### src/cdcb_pkg.sv
// shared types, sizes and constants of the complex dc blocker
package cdcb_pkg;

    // moving average length, a power of two
    localparam int AVERAGE_LENGTH = 32;
    // floor(log2(AVERAGE_LENGTH))
    localparam int AVG_SHIFT = $clog2(AVERAGE_LENGTH + 1) - 1;
    localparam int DATA_W = 16;
    // exact sum of AVERAGE_LENGTH signed samples
    localparam int SUM_W = DATA_W + $clog2(AVERAGE_LENGTH);
    // extra delay that lines up the first stage tap with the fourth average
    localparam int ALIGN_LEN = AVERAGE_LENGTH - 1;

    typedef struct packed {
        logic signed [DATA_W-1:0] in_i;
        logic signed [DATA_W-1:0] in_q;
    } in_t;

    typedef struct packed {
        logic signed [DATA_W-1:0] out_i;
        logic signed [DATA_W-1:0] out_q;
    } out_t;

    // internal complex value between stages
    typedef struct packed {
        logic signed [DATA_W-1:0] i;
        logic signed [DATA_W-1:0] q;
    } iq_t;

endpackage

### src/cdcb_mavg.sv
// one moving-average stage for both channels: running sum plus sample history
module cdcb_mavg (
    input  logic             aclk,
    input  logic             aresetn,
    input  logic             clr,
    input  logic             upd,
    input  cdcb_pkg::iq_t    x,
    output cdcb_pkg::iq_t    avg,
    output cdcb_pkg::iq_t    dly
);

    // hist_reg[k] holds the input k+1 samples back
    cdcb_pkg::iq_t hist_reg [cdcb_pkg::AVERAGE_LENGTH];
    logic signed [cdcb_pkg::SUM_W-1:0] sum_i_reg, sum_q_reg;
    logic signed [cdcb_pkg::SUM_W-1:0] sum_i_next, sum_q_next;

    // add the newest, drop the one a full window old
    assign sum_i_next = sum_i_reg + cdcb_pkg::SUM_W'(x.i)
                      - cdcb_pkg::SUM_W'(hist_reg[cdcb_pkg::AVERAGE_LENGTH-1].i);
    assign sum_q_next = sum_q_reg + cdcb_pkg::SUM_W'(x.q)
                      - cdcb_pkg::SUM_W'(hist_reg[cdcb_pkg::AVERAGE_LENGTH-1].q);

    // floor average by arithmetic shift
    assign avg.i = cdcb_pkg::DATA_W'(sum_i_next >>> cdcb_pkg::AVG_SHIFT);
    assign avg.q = cdcb_pkg::DATA_W'(sum_q_next >>> cdcb_pkg::AVG_SHIFT);

    // input from one window minus one sample ago
    assign dly = hist_reg[cdcb_pkg::AVERAGE_LENGTH-2];

    always_ff @(posedge aclk) begin
        if (!aresetn || clr) begin
            sum_i_reg <= '0;
            sum_q_reg <= '0;
            for (int k = 0; k < cdcb_pkg::AVERAGE_LENGTH; k++) begin
                hist_reg[k] <= '0;
            end
        end else if (upd) begin
            sum_i_reg <= sum_i_next;
            sum_q_reg <= sum_q_next;
            hist_reg[0] <= x;
            for (int k = 1; k < cdcb_pkg::AVERAGE_LENGTH; k++) begin
                hist_reg[k] <= hist_reg[k-1];
            end
        end
    end

endmodule

### config.mk
export PLATFORM = sky130hd
export DESIGN_NAME = cdcb_mavg
export DESIGN_NICKNAME = d
export VERILOG_FILES = /design/src/cdcb_pkg.sv /design/src/cdcb_mavg.sv
export SDC_FILE = /design/constraint.sdc
export NUM_CORES = 1
export LEC_CHECK = 0
export BUFFER_PORTS_ARGS = -buffer_cell sky130_fd_sc_hd__buf_2
export CORE_MARGIN = 2
export CORE_UTILIZATION = 50
export DETAILED_ROUTE_END_ITERATION = 8
export PLACE_DENSITY = 0.71
export SETUP_SLACK_MARGIN = 0.1
export SLEW_MARGIN = 30
export SYNTH_ARGS = -nofsm -noshare
export SYNTH_HDL_FRONTEND = slang
export SYNTH_SLANG_ARGS = --single-unit
### constraint.sdc
create_clock -name aclk -period 20.6 [get_ports aclk]
set_input_delay 1.03 -clock aclk [delete_from_list [all_inputs] [get_ports aclk]]
set_output_delay 1.03 -clock aclk [all_outputs]
set_load 0.01 [all_outputs]
==> results of run 1 <==
-- final timing paths --
path	slack [ns]	end	startpoint
worst max-delay path	15.50	avg[8]	x[1]
worst min-delay path	0.48	sum_i_reg[1]$_SDFFE_PP0P_	sum_i_reg[1]$_SDFFE_PP0P_
worst max register to register	17.34	sum_q_reg[20]$_SDFFE_PP0P_	hist_reg[0][1005]$_SDFFCE_PP0P_
worst min register to register	0.48	sum_i_reg[1]$_SDFFE_PP0P_	sum_i_reg[1]$_SDFFE_PP0P_
-- where the power goes --
part | leakage, nW | internal (mW) | switching (mW)
Clock | 1.60 | 1.03 | 0.803
Combinational | 7.51 | 0.192 | 0.350
Sequential | 12.3 | 2.47 | 0.0330
Total | 21.4 | 3.69 | 1.19
-- routing by layer --
| metal | up-vias | wire [um] | track usage, % |
|---|---|---|---|
| met5 | - | 0 | 0 |
| met4 | 0 | 1910 | 5.06 |
| met3 | 133 | 3550 | 3.09 |
| met2 | 427 | 33900 | 25.2 |
| met1 | 10900 | 33900 | 23.9 |
| li1 | 10300 | - | - |
-- logic make-up after synthesis --
group	share of synthesized area, %
and+or+nand+nor	16.2
buffers and inverters	4.20
xor gates and xnor gates	0.789
adders and majority gates	3.12
muxes	0.439
DFF	73.0
AOI/OAI and AO/OA	2.29
-- stage by stage --
stage	util [%]	setup WS (ns)	hold slack, ns	total power, mW	instances
global placement	51.8	14.83	0.457	3.09	3932
floorplan	-	2.99	0.445	3.01	2926
finish	55.8	15.50	0.477	4.88	4132
global route	55.8	15.30	0.497	5.07	4132
detailed placement	51.9	14.80	0.466	3.10	3935
CTS	55.7	15.52	0.481	4.93	4129
-- cell usage in the layout, fill, tap and decap left out, types with 19 or more instances in the layout --
master        n
a21o_1       27
a21oi_1      35
and2_1      453
and3_1      548
buf_2        98
clkbuf_1     21
clkbuf_16   103
clkinv_1     22
clkinv_2     23
dfxtp_1      42
edfxtp_1   1024
fa_1         40
ha_1         44
inv_1       157
mux2i_1      19
nand2_1      32
nor2_1       66
o21ai_0      19
xnor2_1      26
-- critical path, cell delays in order --
cell	delay (ns)
buf_2	0.12
inv_1	0.08
fa_1	0.59
inv_1	0.06
ha_1	0.27
a21o_1	0.15
nand4_1	0.17
a21oi_2	0.27
nor2_1	0.17
nor3b_1	0.35
nor2_1	0.11
xnor2_1	0.45
buf_2	0.23
-- layout make-up --
| type | count | area (um2) | share of cell area [%] |
|---|---|---|---|
| timing repair buffer | 129 | 895 | 1.88 |
| inverter | 158 | 597 | 1.25 |
| clock inverter | 70 | 647 | 1.36 |
| clock buffer | 124 | 2660 | 5.57 |
| tap | 1144 | 1430 | 3.00 |
| sequential | 1066 | 31600 | 66.2 |
| multi-input combinational | 1441 | 9880 | 20.7 |
==> run summary, run 1 <==
Outcome = completed
Core box area = 85,400 um2
First-pass iteration count of the detailed router = 5
Initial DRC count = 2,040
Mean Syn Cell Area = 14.8 um2
Post-synth top cells = edfxtp_1, and3_1, and2_1
Die Wd = 298 um
Vias = 21,800
Largest net degree at the start of global routing = 205
Crit path DAT = 4.07 ns
Post-route ant nets = 0
WL final = 73.3 mm
Post-CTS sizing = 0
Syn_nets = 3,046
Seq/Total Area, Yosys = 73.0%
Clock slew at reported path FFs = 0.06 ns
Worst VDD drop = 0.0688 mV
Synth area leader = edfxtp_1
Vert. Die Dim = 298 um
Syn Inst Count = 2,926
RSZ-0062 raised after global routing = false
Setup TNS = 0 ns
Post-CTS setup buffers = 0
Worst Setup Start Kind = input pin
Routed length per instance = 17.7 um
Top FF cell, synth = edfxtp_1
Measured slew at the worst slew-check pin = 1.02 ns
Fraction of layout cells with a size suffix above 1 = 9.81%
Final #Nets = 3,019
Die footprint = 88,900 um2
TritonCTS buffer count = 103
Crit-path max FO = 5
Critical Path RT = 19.57 ns
FF+latch count, synth = 1,066
Layout overhead on the synthesized area = 10.2%
Diode count = 0
Pleak = 21.4 nW
Clk_lat worst skew = 0.68 ns
Vias in the first global route = 21,500
Total gr overflow = 0
Fin crit period = 5.10 ns
H-tree levels = 3
Ys Warns = 0
Rows = 107
I/O Pins = 100
Slew Viols, Final = 0
Area after DPL = 44,300 um2
RePlAce Congestion = 0.819
Setup Skew = 0.0345 ns
DRC viols = 0
CTS Hold Buffers Added = 0
Count leader, synth = edfxtp_1
Root Driver = clkbuf_16
Pwr per Cell Area = 102 nW/um2
Port buffer count = 99
Starting Density = 50.7%
Area share of the largest cell type after synthesis = 71.1%
Asr flop ratio synth = 0%
Worst setup EP type = output pin
Max FFs per register = 1,024
Global Route Usage Sum = 16.4%
Worst Hold Path Cells = 2
Crit Path Class = in -> out
Slew HR = 32.1%
First-pass GRT wire length = 116 mm
Max clock buf depth = 3
Period utilisation layout = 24.8%
CTS tree = built
Hold/Removal Path Class = reg -> reg
Area contributors post-synth = edfxtp_1, and3_1, and2_1
Post-synth EDFFs = 1,024
Maxcap violations = 0
Hold Vio Cnt, Final = 0
Number of vias per cell = 5.27
Fillers = 6,687
Initial antenna violation count = 4
Final setup fails = 0
Final instance area = 47,700 um2
Cell Area, Synth = 43,300 um2
Worst r2r path cells = 10
Num Clock Sinks = 1,066
Post-DP HPWL = 42.8 mm
Distinct cells, synth = 62
Achievable Freq = 0.196 GHz
No activity file was read; power rests on OpenSTA's default activity.
==> inputs of run 2 (changes only) <==
Settings changed: PLACE_DENSITY 0.71 to 0.68.
Clock period 20.6 ns to 5.3 ns, I/O delays scaled along.
==> run 2 against run 1 <==
  * Wire length grew 4.1%
  * Global-route usage rose by 0.70 points
  * Core utilization is 0.072 points lower
  * Sequential power rose to 3.9 times the previous value
  * Worst hold slack worse by 0.44 ns
  * Cell count fell by 0.15%
  * Flip-flop and latch count stayed put
  * Clock-buffer cell count up 15
  * Clock skew grew 0.012 ns
  * Final area shrank 0.13%
  * Total power increased to 3.8 times the previous value
  * Non-clock buffer count rose by 1
==> run summary, run 2 (synthesis results as in run 1) <==
Layout overhead on the synthesized area = 10.1% (was 10.2%)
Fin crit period = 4.26 ns
Internal Power = 14.1 mW (was 3.69 mW)
RR Startpoint = hist_reg[0][1008]$_SDFFCE_PP0P_ (was hist_reg[0][1005]$_SDFFCE_PP0P_)
Die Wd = 298 um (unchanged)
Hold path start = x[14] (was sum_i_reg[1]$_SDFFE_PP0P_)
Clock slew at reported path FFs = 0.06 ns (about the same)
DRC viols = 0 (unchanged)
Achievable Freq = 0.235 GHz
RePlAce Congestion = 0.878 (was 0.819)
RSZ-0062 raised after global routing = false (unchanged)
Worst Hold End = hist_reg[0][14]$_SDFFCE_PN0P_ (was sum_i_reg[1]$_SDFFE_PP0P_)
Worst VDD drop = 0.275 mV (was 0.0688 mV)
Routed length per instance = 18.5 um (was 17.7 um)
PnR worst setup slack = 1.04 ns (was 15.50 ns)
Max FFs per register = 1,024 (unchanged)
Worst setup EP type = output pin (unchanged)
Initial antenna violation count = 5 (was 4)
Final Non-Filler Cells = 4,126 (was 4,132)
Maxcap violations = 0 (unchanged)
CTS tree = built (unchanged)
Power Total = 18.7 mW (was 4.88 mW)
Setup TNS = 0 ns (unchanged)
Final setup fails = 0 (unchanged)
Die footprint = 88,900 um2 (unchanged)
Pleak = 21.3 nW (was 21.4 nW)
Psw = 4.58 mW (was 1.19 mW)
Critical Path RT = 5.04 ns (was 19.57 ns)
Pwr per Cell Area = 393 nW/um2 (was 102 nW/um2)
Num Clock Sinks = 1,066 (unchanged)
Fraction of layout cells with a size suffix above 1 = 9.23% (was 9.81%)
H-tree levels = 3 (unchanged)
First-pass GRT wire length = 120 mm (was 116 mm)
Vias = 21,700 (was 21,800)
TritonCTS buffer count = 104 (was 103)
Hold WS = 0.0383 ns (was 0.477 ns)
Clk_lat worst skew = 0.68 ns (about the same)
Clock Power Share = 36.2% (was 37.5%)
Core box area = 85,400 um2 (unchanged)
Comb pwr share = 11.7% (was 11.1%)
First-pass iteration count of the detailed router = 5 (unchanged)
Outcome = completed (unchanged)
Post-CTS sizing = 0 (unchanged)
WL final = 76.3 mm (was 73.3 mm)
Port buffer count = 99 (unchanged)
Measured slew at the worst slew-check pin = 0.864 ns (was 1.02 ns)
Number of vias per cell = 5.27 (about the same)
I/O Pins = 100 (unchanged)
Post-CTS setup buffers = 0 (unchanged)
Slew Viols, Final = 0 (unchanged)
Root Driver = clkbuf_16 (unchanged)
Power share of the sequential group = 52.1% (was 51.4%)
Starting Density = 50.7% (unchanged)
Rows = 107 (unchanged)
Crit-path max FO = 3 (was 5)
Most common cell after layout, fill and taps aside = edfxtp_1 (unchanged)
Slew HR = 42.4% (was 32.1%)
Most frequent cells in the layout = edfxtp_1, and3_1, and2_1 (unchanged)
Worst r2r path cells = 12 (was 10)
Worst Setup Start Kind = register (was input pin)
Largest net degree at the start of global routing = 346 (was 205)
Placed cell count = 3,930 (was 3,935)
Max clock buf depth = 3 (unchanged)
Net Sw Frac = 24.5% (was 24.3%)
Final #Nets = 3,021 (was 3,019)
Crit path DAT = 3.99 ns (was 4.07 ns)
Hold/Removal Path Class = in -> reg (was reg -> reg)
Hold Vio Cnt, Final = 0 (unchanged)
Placement Setup Slack = 1.83 ns (was 14.80 ns)
Post-DP HPWL = 44.2 mm (was 42.8 mm)
Vias in the first global route = 21,400 (was 21,500)
Global Route Usage Sum = 17.1% (was 16.4%)
R2r setup slk = 1.97 ns (was 17.34 ns)
Vert. Die Dim = 298 um (unchanged)
Worst Hold Path Cells = 3 (was 2)
Post-route ant nets = 0 (unchanged)
Total gr overflow = 0 (unchanged)
Initial DRC count = 2,240 (was 2,040)
FF-to-FF End = sum_i_reg[20]$_SDFFE_PP0P_ (was sum_q_reg[20]$_SDFFE_PP0P_)
Crit Path Class = reg -> out (was in -> out)
CTS Hold Buffers Added = 6 (was 0)
Period utilisation layout = 80.4%
Setup Skew = 0.0467 ns (was 0.0345 ns)
[run 2: cell types whose count changed in the layout (fill, tap and decap cells not counted), sizes merged]
cell / previous run / this run
clkinv: 51 / 42
clkbuf: 124 / 139
diode: 0 / 2
clkinvlp: 8 / 1
inv: 161 / 160
dlygate4sd3: 0 / 6
buf: 129 / 124
bufinv: 8 / 1
[run 2: through the flow]
step	utilization [%]	cell area, um2
2_1_floorplan	-	43300
3_3_place_gp	51.9	44300
3_5_place_dp	51.9	44400
4_1_cts	55.7	47500
5_1_grt	55.8	47600
6_report	55.8	47600
[run 2: power by group through the flow]
stage / clock network (mW) / registers, mW / logic, mW
2_1_floorplan: 0 / 10.0 / 1.68
3_3_place_gp: 0 / 9.91 / 2.19
3_5_place_dp: 0 / 9.92 / 2.19
4_1_cts: 6.96 / 9.75 / 2.20
5_1_grt: 7.26 / 9.78 / 2.41
6_report: 6.78 / 9.74 / 2.19
[run 2: final cells by class]
type / instances / area, um2
clock buffer: 139 / 2790
sequential: 1066 / 31600
inverter: 158 / 597
antenna: 2 / 5.00
tap: 1144 / 1430
multi-input combinational: 1441 / 9890
timing repair buffer: 130 / 987
clock inverter: 46 / 335
fill: 6734 / 37800
[run 2: worst max-delay path, cell delays in order (launching register included)]
cell	delay, ns
edfxtp_1	0.44
ha_1	0.31
inv_1	0.06
ha_1	0.20
inv_1	0.07
fa_1	0.40
nor2b_1	0.24
o31ai_1	0.13
a21oi_1	0.22
o21ai_0	0.18
o31ai_1	0.50
xnor2_1	0.16
xnor2_1	0.22
buf_2	0.17
[run 2: worst max-delay path by stage]
stage | start | end | slack [ns]
2_1_floorplan | clr | hist_reg[0][0]$_SDFFCE_PN0P_ | -11.23
3_3_place_gp | hist_reg[0][1009]$_SDFFCE_PP0P_ | avg[31] | 1.84
3_5_place_dp | x[13] | avg[15] | 1.83
4_1_cts | hist_reg[0][1008]$_SDFFCE_PP0P_ | avg[31] | 1.05
5_1_grt | hist_reg[0][1008]$_SDFFCE_PP0P_ | avg[31] | 0.80
6_report | hist_reg[0][1008]$_SDFFCE_PP0P_ | avg[31] | 1.04
[run 2: per-layer routing]
layer  vias to the layer above  track usage (%)  wire length, um
li1                      10300                -                -
met1                     10900             26.1            36300
met2                       403             25.0            34200
met3                       121             3.75             4060
met4                         2             4.46             1710
met5                         -                0               13
